### src/rtl/isma_pkg.sv
package isma_pkg;

	// Default sizes handed to the top level parameters.
	localparam int MAX_WINDOW_DEF  = 16;
	localparam int SAMPLE_BITS_DEF = 16;

	// Fixed field widths.
	localparam int WL_W       = 5;
	localparam int TIME_W     = 32;
	localparam int CFG_DATA_W = 32;
	localparam int CFG_IDX_W  = 1;

	// Register values after reset.
	localparam logic [WL_W-1:0]   WL_RESET       = 5'd10;
	localparam logic [TIME_W-1:0] INTERVAL_RESET = 32'd5000;

	// Configuration register indexes.
	typedef enum logic [CFG_IDX_W-1:0] {
		REG_WINDOW_LENGTH   = 1'b0,
		REG_SAMPLE_INTERVAL = 1'b1
	} cfg_reg_t;

	// Action codes of an input transaction.
	localparam logic ACT_SAMPLE = 1'b0;
	localparam logic ACT_FILL   = 1'b1;

	// Strobes from the sequencer to the sample ring.
	typedef struct packed {
		logic rd_en;
		logic wr_en;
		logic fill_en;
	} ring_ctl_t;

endpackage

### src/rtl/isma_ring.sv
module isma_ring #(
	parameter int MAX_WINDOW  = isma_pkg::MAX_WINDOW_DEF,
	parameter int SAMPLE_BITS = isma_pkg::SAMPLE_BITS_DEF,
	parameter int AW          = (MAX_WINDOW > 1) ? $clog2(MAX_WINDOW) : 1
) (
	input  logic                          clk,
	input  logic                          arst_n,
	input  isma_pkg::ring_ctl_t           ctl,
	input  logic [AW-1:0]                 rd_addr,
	input  logic [AW-1:0]                 wr_addr,
	input  logic signed [SAMPLE_BITS-1:0] wr_data,
	input  logic signed [SAMPLE_BITS-1:0] fill_data,
	output logic signed [SAMPLE_BITS-1:0] rd_data
);
	import isma_pkg::*;

	logic signed [SAMPLE_BITS-1:0] mem [MAX_WINDOW];
	logic signed [SAMPLE_BITS-1:0] mem_rd_q;
	logic signed [SAMPLE_BITS-1:0] fill_q;
	logic [MAX_WINDOW-1:0]         valid_q;
	logic                          vld_rd_q;

	// Storage array with a registered read port.
	always_ff @(posedge clk) begin
		if (ctl.wr_en) begin
			mem[wr_addr] <= wr_data;
		end
		if (ctl.rd_en) begin
			mem_rd_q <= mem[rd_addr];
		end
	end

	// An entry that has not been written since the last fill reads as the fill value.
	// Reset behaves as a fill with zero.
	always_ff @(posedge clk or negedge arst_n) begin
		if (!arst_n) begin
			valid_q  <= '0;
			fill_q   <= '0;
			vld_rd_q <= 1'b0;
		end else begin
			if (ctl.fill_en) begin
				valid_q <= '0;
				fill_q  <= fill_data;
			end else if (ctl.wr_en) begin
				valid_q[wr_addr] <= 1'b1;
			end
			if (ctl.rd_en) begin
				vld_rd_q <= valid_q[rd_addr];
			end
		end
	end

	assign rd_data = vld_rd_q ? mem_rd_q : fill_q;

endmodule

### src/rtl/isma_div.sv
module isma_div #(
	parameter int SUM_W       = 21,
	parameter int LEN_W       = 5,
	parameter int SAMPLE_BITS = isma_pkg::SAMPLE_BITS_DEF
) (
	input  logic                          clk,
	input  logic                          arst_n,
	input  logic                          start,
	input  logic signed [SUM_W-1:0]       dividend,
	input  logic [LEN_W-1:0]              divisor,
	output logic                          done,
	output logic signed [SAMPLE_BITS-1:0] quotient
);
	import isma_pkg::*;

	localparam int CNT_W = $clog2(SUM_W + 1);

	typedef enum logic [2:0] {
		D_IDLE = 3'b001,
		D_RUN  = 3'b010,
		D_FIN  = 3'b100
	} div_state_t;

	div_state_t       state_q;
	logic [SUM_W-1:0] dvd_q;
	logic [LEN_W-1:0] rem_q;
	logic [LEN_W-1:0] dsr_q;
	logic [CNT_W-1:0] cnt_q;
	logic             neg_q;
	logic [SUM_W-1:0] mag;
	logic [LEN_W:0]   trial;
	logic [LEN_W:0]   trial_sub;
	logic             fits;

	// Magnitude of the dividend; the most negative sum still fits unsigned.
	assign mag = dividend[SUM_W-1] ? ($unsigned(~dividend) + 1'b1) : $unsigned(dividend);

	// One restoring step: shift in the next dividend bit and try the subtraction.
	assign trial     = {rem_q, dvd_q[SUM_W-1]};
	assign trial_sub = trial - {1'b0, dsr_q};
	assign fits      = (trial >= {1'b0, dsr_q});

	// Quotient bits gather in the low end of the dividend shifter.
	always_ff @(posedge clk or negedge arst_n) begin
		if (!arst_n) begin
			state_q <= D_IDLE;
			dvd_q   <= '0;
			rem_q   <= '0;
			dsr_q   <= '0;
			cnt_q   <= '0;
			neg_q   <= 1'b0;
		end else begin
			case (state_q)
				D_IDLE: begin
					if (start) begin
						dvd_q   <= mag;
						neg_q   <= dividend[SUM_W-1];
						rem_q   <= '0;
						dsr_q   <= divisor;
						cnt_q   <= CNT_W'(SUM_W);
						state_q <= D_RUN;
					end
				end
				D_RUN: begin
					rem_q <= fits ? trial_sub[LEN_W-1:0] : trial[LEN_W-1:0];
					dvd_q <= {dvd_q[SUM_W-2:0], fits};
					cnt_q <= cnt_q - 1'b1;
					if (cnt_q == CNT_W'(1)) begin
						state_q <= D_FIN;
					end
				end
				D_FIN: begin
					state_q <= D_IDLE;
				end
				default: begin
					state_q <= D_IDLE;
				end
			endcase
		end
	end

	// Truncation toward zero: divide magnitudes, then restore the sign.
	assign done     = (state_q == D_FIN);
	assign quotient = neg_q ? $signed(~dvd_q[SAMPLE_BITS-1:0] + 1'b1)
	                        : $signed(dvd_q[SAMPLE_BITS-1:0]);

endmodule

### src/rtl/interval_sampled_moving_average.sv
// A transaction is accepted in idle, then passes through the decide state, the ring update
// (taken sample) or fill, the divider start, the serial divide and the output state before
// it loads the result register; a sample that is not yet due skips the ring update. The
// serial divider produces one quotient bit a cycle. The block works on one transaction at a
// time and takes the next in the cycle after the result loads. A window length write stalls
// the input while the sum is recomputed. Asynchronous reset clears ring, sum and due time.
module interval_sampled_moving_average #(
	parameter int MAX_WINDOW  = isma_pkg::MAX_WINDOW_DEF,
	parameter int SAMPLE_BITS = isma_pkg::SAMPLE_BITS_DEF
) (
	input  logic                              clk,
	input  logic                              arst_n,
	input  logic                              in_valid,
	output logic                              in_stall,
	input  logic                              action,
	input  logic signed [SAMPLE_BITS-1:0]     sample,
	input  logic [isma_pkg::TIME_W-1:0]       now_time,
	output logic                              out_valid,
	input  logic                              out_stall,
	output logic                              accepted,
	output logic signed [SAMPLE_BITS-1:0]     latest_value,
	output logic signed [SAMPLE_BITS-1:0]     window_average,
	input  logic                              cfg_we,
	input  logic [isma_pkg::CFG_IDX_W-1:0]    cfg_index,
	input  logic [isma_pkg::CFG_DATA_W-1:0]   cfg_data
);
	import isma_pkg::*;

	localparam int AW    = (MAX_WINDOW > 1) ? $clog2(MAX_WINDOW) : 1;
	localparam int LEN_W = $clog2(MAX_WINDOW + 1);
	localparam int SUM_W = SAMPLE_BITS + LEN_W;
	localparam int PRD_W = SAMPLE_BITS + LEN_W + 1;

	typedef enum logic [7:0] {
		S_IDLE   = 8'b0000_0001,
		S_DECIDE = 8'b0000_0010,
		S_READ   = 8'b0000_0100,
		S_FILL   = 8'b0000_1000,
		S_DIVGO  = 8'b0001_0000,
		S_DIV    = 8'b0010_0000,
		S_OUT    = 8'b0100_0000,
		S_RESUM  = 8'b1000_0000
	} seq_state_t;

	seq_state_t                    state_q;
	logic [WL_W-1:0]               wl_q;
	logic [TIME_W-1:0]             int_q;
	logic                          act_q;
	logic signed [SAMPLE_BITS-1:0] smp_q;
	logic [TIME_W-1:0]             now_q;
	logic [TIME_W-1:0]             due_q;
	logic signed [SUM_W-1:0]       sum_q;
	logic [AW-1:0]                 wp_q;
	logic signed [SAMPLE_BITS-1:0] latest_q;
	logic                          acc_q;
	logic signed [SAMPLE_BITS-1:0] avg_q;
	logic [LEN_W-1:0]              rs_idx_q;
	logic                          rs_pend_q;
	logic                          out_valid_q;
	logic                          acc_out_q;
	logic signed [SAMPLE_BITS-1:0] lat_out_q;
	logic signed [SAMPLE_BITS-1:0] avg_out_q;

	logic [LEN_W-1:0]              len;
	logic [LEN_W-1:0]              len_new;
	logic [TIME_W-1:0]             diff;
	logic signed [PRD_W-1:0]       prod;
	logic                          wl_wr;
	logic                          rs_more;
	ring_ctl_t                     ring_ctl;
	logic [AW-1:0]                 ring_rd_addr;
	logic signed [SAMPLE_BITS-1:0] ring_rd_data;
	logic                          div_start;
	logic                          div_done;
	logic signed [SAMPLE_BITS-1:0] div_q;

	// Active window length: zero counts as one, anything above the ring size as the ring size.
	function automatic logic [LEN_W-1:0] clamp_len(input logic [WL_W-1:0] w);
		logic [LEN_W-1:0] r;
		if (w == '0) begin
			r = LEN_W'(1);
		end else if (32'(w) > 32'(MAX_WINDOW)) begin
			r = LEN_W'(MAX_WINDOW);
		end else begin
			r = LEN_W'(w);
		end
		return r;
	endfunction

	assign len     = clamp_len(wl_q);
	assign len_new = clamp_len(cfg_data[WL_W-1:0]);
	assign wl_wr   = cfg_we && (cfg_index == REG_WINDOW_LENGTH);
	assign rs_more = (rs_idx_q < len);

	// Due test on the wrap-around difference, and the fill product.
	assign diff = now_q - due_q;
	assign prod = smp_q * $signed({1'b0, len});

	// Ring strobes and read address.
	always_comb begin
		ring_ctl         = '0;
		ring_ctl.rd_en   = ((state_q == S_DECIDE) && (act_q == ACT_SAMPLE) && !diff[TIME_W-1])
		                   || ((state_q == S_RESUM) && rs_more && !wl_wr);
		ring_ctl.wr_en   = (state_q == S_READ);
		ring_ctl.fill_en = (state_q == S_FILL);
		ring_rd_addr     = (state_q == S_RESUM) ? rs_idx_q[AW-1:0] : wp_q;
	end

	assign div_start = (state_q == S_DIVGO);

	isma_ring #(
		.MAX_WINDOW (MAX_WINDOW),
		.SAMPLE_BITS(SAMPLE_BITS),
		.AW         (AW)
	) u_ring (
		.clk      (clk),
		.arst_n   (arst_n),
		.ctl      (ring_ctl),
		.rd_addr  (ring_rd_addr),
		.wr_addr  (wp_q),
		.wr_data  (smp_q),
		.fill_data(smp_q),
		.rd_data  (ring_rd_data)
	);

	isma_div #(
		.SUM_W      (SUM_W),
		.LEN_W      (LEN_W),
		.SAMPLE_BITS(SAMPLE_BITS)
	) u_div (
		.clk     (clk),
		.arst_n  (arst_n),
		.start   (div_start),
		.dividend(sum_q),
		.divisor (len),
		.done    (div_done),
		.quotient(div_q)
	);

	// Sequencer and block state.
	always_ff @(posedge clk or negedge arst_n) begin
		if (!arst_n) begin
			state_q   <= S_IDLE;
			wl_q      <= WL_RESET;
			int_q     <= INTERVAL_RESET;
			act_q     <= ACT_SAMPLE;
			smp_q     <= '0;
			now_q     <= '0;
			due_q     <= '0;
			sum_q     <= '0;
			wp_q      <= '0;
			latest_q  <= '0;
			acc_q     <= 1'b0;
			avg_q     <= '0;
			rs_idx_q  <= '0;
			rs_pend_q <= 1'b0;
		end else begin
			if (cfg_we && (cfg_index == REG_SAMPLE_INTERVAL)) begin
				int_q <= cfg_data[TIME_W-1:0];
			end
			if (wl_wr) begin
				// New window length: keep the ring, recompute the sum over the new span.
				wl_q      <= cfg_data[WL_W-1:0];
				sum_q     <= '0;
				rs_idx_q  <= '0;
				rs_pend_q <= 1'b0;
				state_q   <= S_RESUM;
				if (LEN_W'(wp_q) >= len_new) begin
					wp_q <= '0;
				end
			end else begin
				case (state_q)
					S_IDLE: begin
						if (in_valid) begin
							act_q   <= action;
							smp_q   <= sample;
							now_q   <= now_time;
							state_q <= S_DECIDE;
						end
					end
					S_DECIDE: begin
						acc_q <= 1'b0;
						if (act_q == ACT_FILL) begin
							state_q <= S_FILL;
						end else if (!diff[TIME_W-1]) begin
							state_q <= S_READ;
						end else begin
							state_q <= S_DIVGO;
						end
					end
					S_READ: begin
						// The old entry arrives from the ring; replace it in the sum.
						sum_q    <= sum_q + SUM_W'(smp_q) - SUM_W'(ring_rd_data);
						latest_q <= smp_q;
						acc_q    <= 1'b1;
						due_q    <= due_q + int_q;
						if (LEN_W'(wp_q) + LEN_W'(1) >= len) begin
							wp_q <= '0;
						end else begin
							wp_q <= wp_q + 1'b1;
						end
						state_q <= S_DIVGO;
					end
					S_FILL: begin
						sum_q   <= prod[SUM_W-1:0];
						due_q   <= now_q + int_q;
						state_q <= S_DIVGO;
					end
					S_DIVGO: begin
						state_q <= S_DIV;
					end
					S_DIV: begin
						if (div_done) begin
							avg_q   <= div_q;
							state_q <= S_OUT;
						end
					end
					S_OUT: begin
						if (!out_valid_q || !out_stall) begin
							state_q <= S_IDLE;
						end
					end
					S_RESUM: begin
						// Reads are issued one entry a cycle; each lands in the next cycle.
						if (rs_pend_q) begin
							sum_q <= sum_q + SUM_W'(ring_rd_data);
						end
						if (rs_more) begin
							rs_idx_q  <= rs_idx_q + 1'b1;
							rs_pend_q <= 1'b1;
						end else begin
							rs_pend_q <= 1'b0;
							if (!rs_pend_q) begin
								state_q <= S_IDLE;
							end
						end
					end
					default: begin
						state_q <= S_IDLE;
					end
				endcase
			end
		end
	end

	// Result register; it holds a transaction until the receiver takes it.
	always_ff @(posedge clk or negedge arst_n) begin
		if (!arst_n) begin
			out_valid_q <= 1'b0;
		end else if ((state_q == S_OUT) && (!out_valid_q || !out_stall)) begin
			out_valid_q <= 1'b1;
		end else if (!out_stall) begin
			out_valid_q <= 1'b0;
		end
	end

	always_ff @(posedge clk) begin
		if ((state_q == S_OUT) && (!out_valid_q || !out_stall)) begin
			acc_out_q <= acc_q;
			lat_out_q <= latest_q;
			avg_out_q <= avg_q;
		end
	end

	assign in_stall       = (state_q != S_IDLE);
	assign out_valid      = out_valid_q;
	assign accepted       = acc_out_q;
	assign latest_value   = lat_out_q;
	assign window_average = avg_out_q;

endmodule

### config.mk
export PLATFORM = sky130hd
export DESIGN_NAME = interval_sampled_moving_average
export DESIGN_NICKNAME = d
export VERILOG_FILES = /design/src/rtl/isma_pkg.sv /design/src/rtl/isma_ring.sv /design/src/rtl/isma_div.sv /design/src/rtl/interval_sampled_moving_average.sv
export SDC_FILE = /design/constraint.sdc
export NUM_CORES = 1
export LEC_CHECK = 0
export ABC_AREA = 0
export ABC_CLOCK_PERIOD_IN_PS = 6500
export BUFFER_PORTS_ARGS = -buffer_cell sky130_fd_sc_hd__buf_4
export CORE_MARGIN = 3
export CORE_UTILIZATION = 35
export DETAILED_ROUTE_END_ITERATION = 6
export PLACE_DENSITY_LB_ADDON = 0.05
export REMOVE_ABC_BUFFERS = 1
export SLEW_MARGIN = 30
export SYNTH_ARGS = -nofsm -noshare
export SYNTH_HDL_FRONTEND = slang
export SYNTH_SLANG_ARGS = --single-unit
### constraint.sdc
create_clock -name clk -period 6.5 [get_ports clk]
set_input_delay 0.325 -clock clk [delete_from_list [all_inputs] [get_ports clk]]
set_output_delay 0.325 -clock clk [all_outputs]
set_load 0.05 [all_outputs]
=== Word-level counts from Yosys, hierarchy flattened ===
Memories as Yosys holds them, arrays and structs flattened. A register that Yosys moved wholly into a read port is not among the register bits.
Index checks and enable logic that the tools add are counted.

* Register bits: 297
* Memory bits (writable): 256
* Input bits: 87
* Logic and storage cells: 168
* Memories: 1

{| class="wikitable"
|+ Memory list
! memory !! words !! bits a word !! rd ports !! clocked after Yosys merged registers in !! wr ports !! RTL line !! RTL
|-
| u_ring.mem || 16 || 16 || 1 || 1 || 1 || isma_ring.sv:17 || <nowiki>logic signed [SAMPLE_BITS-1:0] mem [MAX_WINDOW];</nowiki>
|}

* Add/sub/neg operators: 13
* Multiply operators: 1
* $lt $le $gt $ge: 9
* Equal/unequal tests: 23
* Multiplexer cells: 52
* Bitwise operators: 6
* Reduce and logical (&&, ||, !) cells: 36

{| class="wikitable"
|+ Operators with widths
! kind !! count
|-
| 2-to-1 mux 21 bit || 4
|-
| adder 32 bit || 2
|-
| 2-to-1 mux 16 bit || 4
|-
| one-hot mux 32 bit (2 select lines) || 1
|-
| one-hot mux 21 bit (3 select lines) || 1
|-
| 2-to-1 mux 5 bit || 12
|-
| one-hot mux 8 bit (7 select lines) || 1
|-
| 2-to-1 mux 8 bit || 6
|-
| adder 21 x 16 -> 21 bit || 2
|-
| one-hot mux 21 bit (2 select lines) || 1
|-
| subtractor 32 bit || 1
|-
| adder 21 x 1 -> 21 bit, second input constant || 1
|-
| multiplier 16 x 6 -> 21 bit || 1
|-
| inverter 21 bit || 1
|-
| subtractor 21 x 16 -> 21 bit || 1
|-
| 2-to-1 mux 4 bit || 5
|-
| one-hot mux 5 bit (2 select lines) || 2
|-
| inequality test 3 bit, second input constant || 6
|-
| AND reduction 2 bit || 9
|-
| adder 16 x 1 -> 16 bit, second input constant || 1
|-
| inverter 16 bit || 1
|-
| OR 16 bit || 1
|-
| nonzero test 2 bit || 6
|-
| > comparator 5 bit, second input constant || 2
|-
| other kinds (41) || 68
|}

=== Logic depth before layout (Yosys ltp) ===
* Depth in word-level cells: 7
* Gate-level depth with buffers: 21
* Mapped depth without buffers: 19

=== Hierarchy ===
Synthesis repeated with hierarchy kept, for this count alone.

* Cell total of the unflattened synthesis: 2548
* Area total of the unflattened synthesis: 31018.5 um^2

{| class="wikitable"
|+ Modules (own cells, without submodules)
! module !! times used !! cells an instance !! area an instance (um^2)
|-
| interval_sampled_moving_average || 1 || 1726 || 16557.1
|-
| isma_ring || 1 || 505 || 11695.0
|-
| isma_div || 1 || 317 || 2766.4
|}

=== Worst setup path after synthesis ===
Ideal clock, no wire load.

* Path type: reg2reg
* Start: register wl_q[1]
* End: register sum_q[18]
* Setup time: 0.122 ns
* Arrival: 4.857 ns
* Data required time: 6.378 ns
* Path slack: 1.522 ns
* Stages on the path, launching flop included: 20
* Buffers on the path: 1
* Clock period less this slack: 4.978 ns
* Path through: dfstp_2 > nor2b_1 > inv_1 > clkbuf_1 > nor2_1 > fa_1 > fa_1 > inv_1 > fa_1 > inv_1 > ha_1 > nor3_1 > nor3_1 > a221oi_1 > a21oi_1 > a31oi_1 > nor4_1 > a41oi_1 > o211ai_1 > a32o_1

* Word-level cells in the longest chain between the ends: 6
* Elaborated cells on any way between the ends: 7

{| class="wikitable"
|+ Ends and longest elaborated chain
! item !! RTL line !! RTL
|-
| from (decl) || interval_sampled_moving_average.sv:46 || <nowiki>logic [WL_W-1:0] wl_q;</nowiki>
|-
| from (signal assigned) || interval_sampled_moving_average.sv:163 || <nowiki>wl_q <= cfg_data[WL_W-1:0];</nowiki>
|-
| > comparator 5 bit || interval_sampled_moving_average.sv:82 || <nowiki>end else if (32'(w) > 32'(MAX_WINDOW)) begin</nowiki>
|-
| 2-to-1 mux 5 bit || interval_sampled_moving_average.sv:82 ||
|-
| 2-to-1 mux 5 bit * || interval_sampled_moving_average.sv:80 || <nowiki>if (w == '0) begin</nowiki>
|-
| multiplier 16 x 6 -> 21 bit * || interval_sampled_moving_average.sv:97 || <nowiki>assign prod = smp_q * $signed({1'b0, len});</nowiki>
|-
| one-hot mux 21 bit (3 select lines) * || interval_sampled_moving_average.sv:172 || <nowiki>case (state_q)</nowiki>
|-
| 2-to-1 mux 21 bit * || interval_sampled_moving_average.sv:161 || <nowiki>if (wl_wr) begin</nowiki>
|-
| to (signal assigned) || interval_sampled_moving_average.sv:193 || <nowiki>sum_q <= sum_q + SUM_W'(smp_q) - SUM_W'(ring_rd_data);</nowiki>
|-
| to (signal assigned) || interval_sampled_moving_average.sv:205 || <nowiki>sum_q <= prod[SUM_W-1:0];</nowiki>
|-
| to (signal assigned) || interval_sampled_moving_average.sv:226 || <nowiki>sum_q <= sum_q + SUM_W'(ring_rd_data);</nowiki>
|-
| to (decl) || interval_sampled_moving_average.sv:52 || <nowiki>logic signed [SUM_W-1:0] sum_q;</nowiki>
|}

Every way passes the cells marked *; elsewhere a longest branch is shown, timed or not.
A chain may end at the register's enable or synchronous reset.

=== Worst setup path in the final report ===
* Start: register smp_q[5]
* End: register sum_q[18]

* Word-level cells in the longest chain between the ends: 4
* Elaborated cells on any way between the ends: 5

{| class="wikitable"
|+ Ends and longest elaborated chain
! item !! RTL line !! RTL
|-
| from (decl) || interval_sampled_moving_average.sv:49 || <nowiki>logic signed [SAMPLE_BITS-1:0] smp_q;</nowiki>
|-
| from (signal assigned) || interval_sampled_moving_average.sv:176 || <nowiki>smp_q <= sample;</nowiki>
|-
| adder 21 x 16 -> 21 bit || interval_sampled_moving_average.sv:193 ||
|-
| subtractor 21 x 16 -> 21 bit || interval_sampled_moving_average.sv:193 ||
|-
| one-hot mux 21 bit (3 select lines) * || interval_sampled_moving_average.sv:172 ||
|-
| 2-to-1 mux 21 bit * || interval_sampled_moving_average.sv:161 ||
|}

Marked as above.

==> flow_metrics.env <==
export IMPL_insertion_delay_ns=0.63
export IMPL_globalRoute_totalOverflow=0
export IMPL_grt_usage_pct=19.5
export IMPL_p_per_area_nw_per_um2=500
export IMPL_htree_levels=3
export IMPL_grt_pass1_vias=22300
export IMPL_maxSlewHeadroom_pct=35.7
export IMPL_skew_ns=0.0264
export IMPL_seq_area_frac_synth_pct=50.9
export IMPL_clockBufferDepth=3
export IMPL_required_ns=7.02
export IMPL_nets=3230
export IMPL_wl_per_cell_um=21.7
export IMPL_slew_violations=0
export IMPL_synth_cell_type_count=83
export IMPL_top_layer_used="met5"
export IMPL_crit_type="flip-flop to flip-flop"
export IMPL_netlist_area_um2=31000
export IMPL_die_h_um=304
export IMPL_arrival_ns=6.00
export IMPL_wl_met1_um=40400
export IMPL_tritoncts="yes"
export IMPL_numCtsBuffers=69
export IMPL_seqCellArea_um2=15800
export IMPL_wl_met3_um=3890
export IMPL_post_dp_hpwl_um=62300
export IMPL_start_util_pct=35.5
export IMPL_drt_iter0_drc=1491
export IMPL_synth_top_area_share_pct=29.5
export IMPL_stdcell_area_um2=36600
export IMPL_dr_wl_met2_um=42500
export IMPL_multi_input_area_um2=14200
export IMPL_synth_seq_cells=569
export IMPL_status="finished clean"
export IMPL_drt_wl_total_um=89400
export IMPL_vdd_drop_max_mv=0.281
export IMPL_cts_resized=0
export IMPL_grt_max_degree=144
export IMPL_syn_to_final_growth_pct=18.0
export IMPL_insertedDiodeCount=0
export IMPL_worstMarginPinSlew_ns=0.962
export IMPL_via_per_inst=5.21
export IMPL_antenna_left=0
export IMPL_synth_cells=2692
export IMPL_setup_ws_ns=1.01
export IMPL_maxCapViolCount=0
export IMPL_grt_pass1_wl_um=138000
export IMPL_die_x_um=304
export IMPL_gp_congestion=0.838
export IMPL_synth_edf_count=305
export IMPL_finalCritPeriodShare_pct=84.4
export IMPL_fmax_ghz=0.182
export IMPL_endpoint_kind="flip-flop"
export IMPL_coreArea_um2=87300
export IMPL_layout_min_cycle_time_ns=5.49
export IMPL_setup_viol=0
export IMPL_yosys_top_cells_count="edfxtp_1 (305), nand2_1 (274), dfrtp_1 (255)"
export IMPL_num_rows=108
export IMPL_drcViolationCount=0
export IMPL_io_pins=122
export IMPL_clk_pin_slew_ns=0.06
export IMPL_synthTopCellsByArea="edfxtp_1 (30%), dfrtp_1 (21%), ha_1 (6.8%), mux4_2 (4.8%), fa_1 (4.6%)"
export IMPL_dp_worst_setup_slack_ns=0.995
export IMPL_async_flop_share_pct=46.4
export IMPL_clock_sinks=569
export IMPL_fin_setup_tns_ns=0
export IMPL_drive_above_1_share_pct=16.2
export IMPL_die_area_um2=92200
export IMPL_place_area_um2=33600
export IMPL_yosys_warnings=0
export IMPL_fill_cells=8363
export IMPL_port_buffers=121
export IMPL_clockRootBuffer="clkbuf_16"
export IMPL_synth_avg_cell_area_um2=11.5
export IMPL_dr_total_vias=21400
export IMPL_critPathLaunchType="flip-flop"
export IMPL_p_leak_uw=0.0150
export IMPL_rsz0062_at_grt="no"
export IMPL_synth_most_common_cell="edfxtp_1"
export IMPL_dr_pass1_iters=5
export IMPL_fin_total_pwr_uw=18300
export IMPL_hold_path_class="primary input to flip-flop"
export IMPL_crit_fanout=18
export IMPL_yosysTopAreaCell="edfxtp_1"
export IMPL_finalHoldViolations=0
export IMPL_antenna_found_initial=2
export IMPL_synth_ff_type="edfxtp_1"
stage by stage:
step                      cells  utilization, %  hold slack (ns)
after detailed placement   3908            38.4            0.318
after floorplan            2588               -           0.0294
after global placement     3907            38.4            0.307
after global routing       4115            41.9           0.0560
after CTS                  4115            41.9           0.0190
final                      4115            41.9           0.0578
final timing paths:
check	from	to	slack, ns	cells past startpoint
worst max-delay path	smp_q[5]	sum_q[18]	1.01	17
worst min-delay path	sample[4]	smp_q[4]	0.06	3
worst max register to register	smp_q[5]	sum_q[18]	1.01	17
worst min register to register	avg_q[10]	window_average[10]	0.44	0
max in group asynchronous	arst_n	due_q[12]	4.96	3
min in group asynchronous	arst_n	latest_q[7]	0.24	2
power by group:
group	leakage [uW]	switching, uW	internal [uW]	total (uW)
logic	0.00778	5250	3870	9120
registers	0.00610	740	4630	5370
clock network	0.00110	1590	2240	3830
cell usage in the layout, fill, tap and decap left out, types with 80 or more instances in the layout:
cell	instances
dlygate4sd3_1	80
ha_1	168
nor2_1	177
buf_4	159
dfrtp_1	255
nand2_1	273
edfxtp_1	305
mux2_2	84
o21ai_0	146
a21oi_1	117
inv_1	215
layout make-up:
type                       instances  share of cell area (%)
tap                             1155                    3.95
sequential                       569                    43.1
multi-input combinational       1794                    38.7
clock buffer                      93                    5.21
timing repair buffer             245                    5.78
inverter                         225                    2.31
clock inverter                    34                   0.916
registers in the layout (all words and copies together), names as in the netlist, 8 cells and up:
register,flops
avg_q,16
latest_q,16
state_q,8
smp_q,16
u_ring.valid_q,16
u_div.dvd_q,21
sum_q,21
u_ring.mem_rd_q,16
due_q,32
u_ring.fill_q,16
u_ring.mem,256
int_q,32
window_average,16
now_q,32
latest_value,16
kinds of logic after synthesis:
kind of cell	share of synthesized area, %
AO/OA/AOI/OAI	11.7
XOR/XNOR	3.30
adder cells (fa/ha/maj)	11.4
buffers and inverters	4.11
flip-flops	50.9
multiplexers	8.53
AND/OR/NAND/NOR	10.1
worst max-delay path, cell delays in order (launching register included):
cell	delay, ns
dfrtp_1	0.69
clkinv_1	0.42
nor2_1	0.25
fa_1	0.43
fa_1	0.49
inv_1	0.05
fa_1	0.53
inv_1	0.04
ha_1	0.34
nor3_1	0.29
nor3_1	0.10
a221oi_1	0.42
a21oi_1	0.19
a31oi_1	0.46
nor4_1	0.09
a41oi_1	0.19
o211ai_1	0.12
a32o_1	0.25
layer usage:
metal	GRT usage (%)	up-vias
li1	-	10100
met5	0	-
met4	5.97	2
met3	3.23	117
met1	26.4	10800
met2	32.2	462
what timing repair did:
action                    4_1_cts  5_1_grt
hold endpoints to repair      141        0
setup buffers                   0        0
hold buffers                   80        0
No activity file was read; power rests on OpenSTA's default activity.
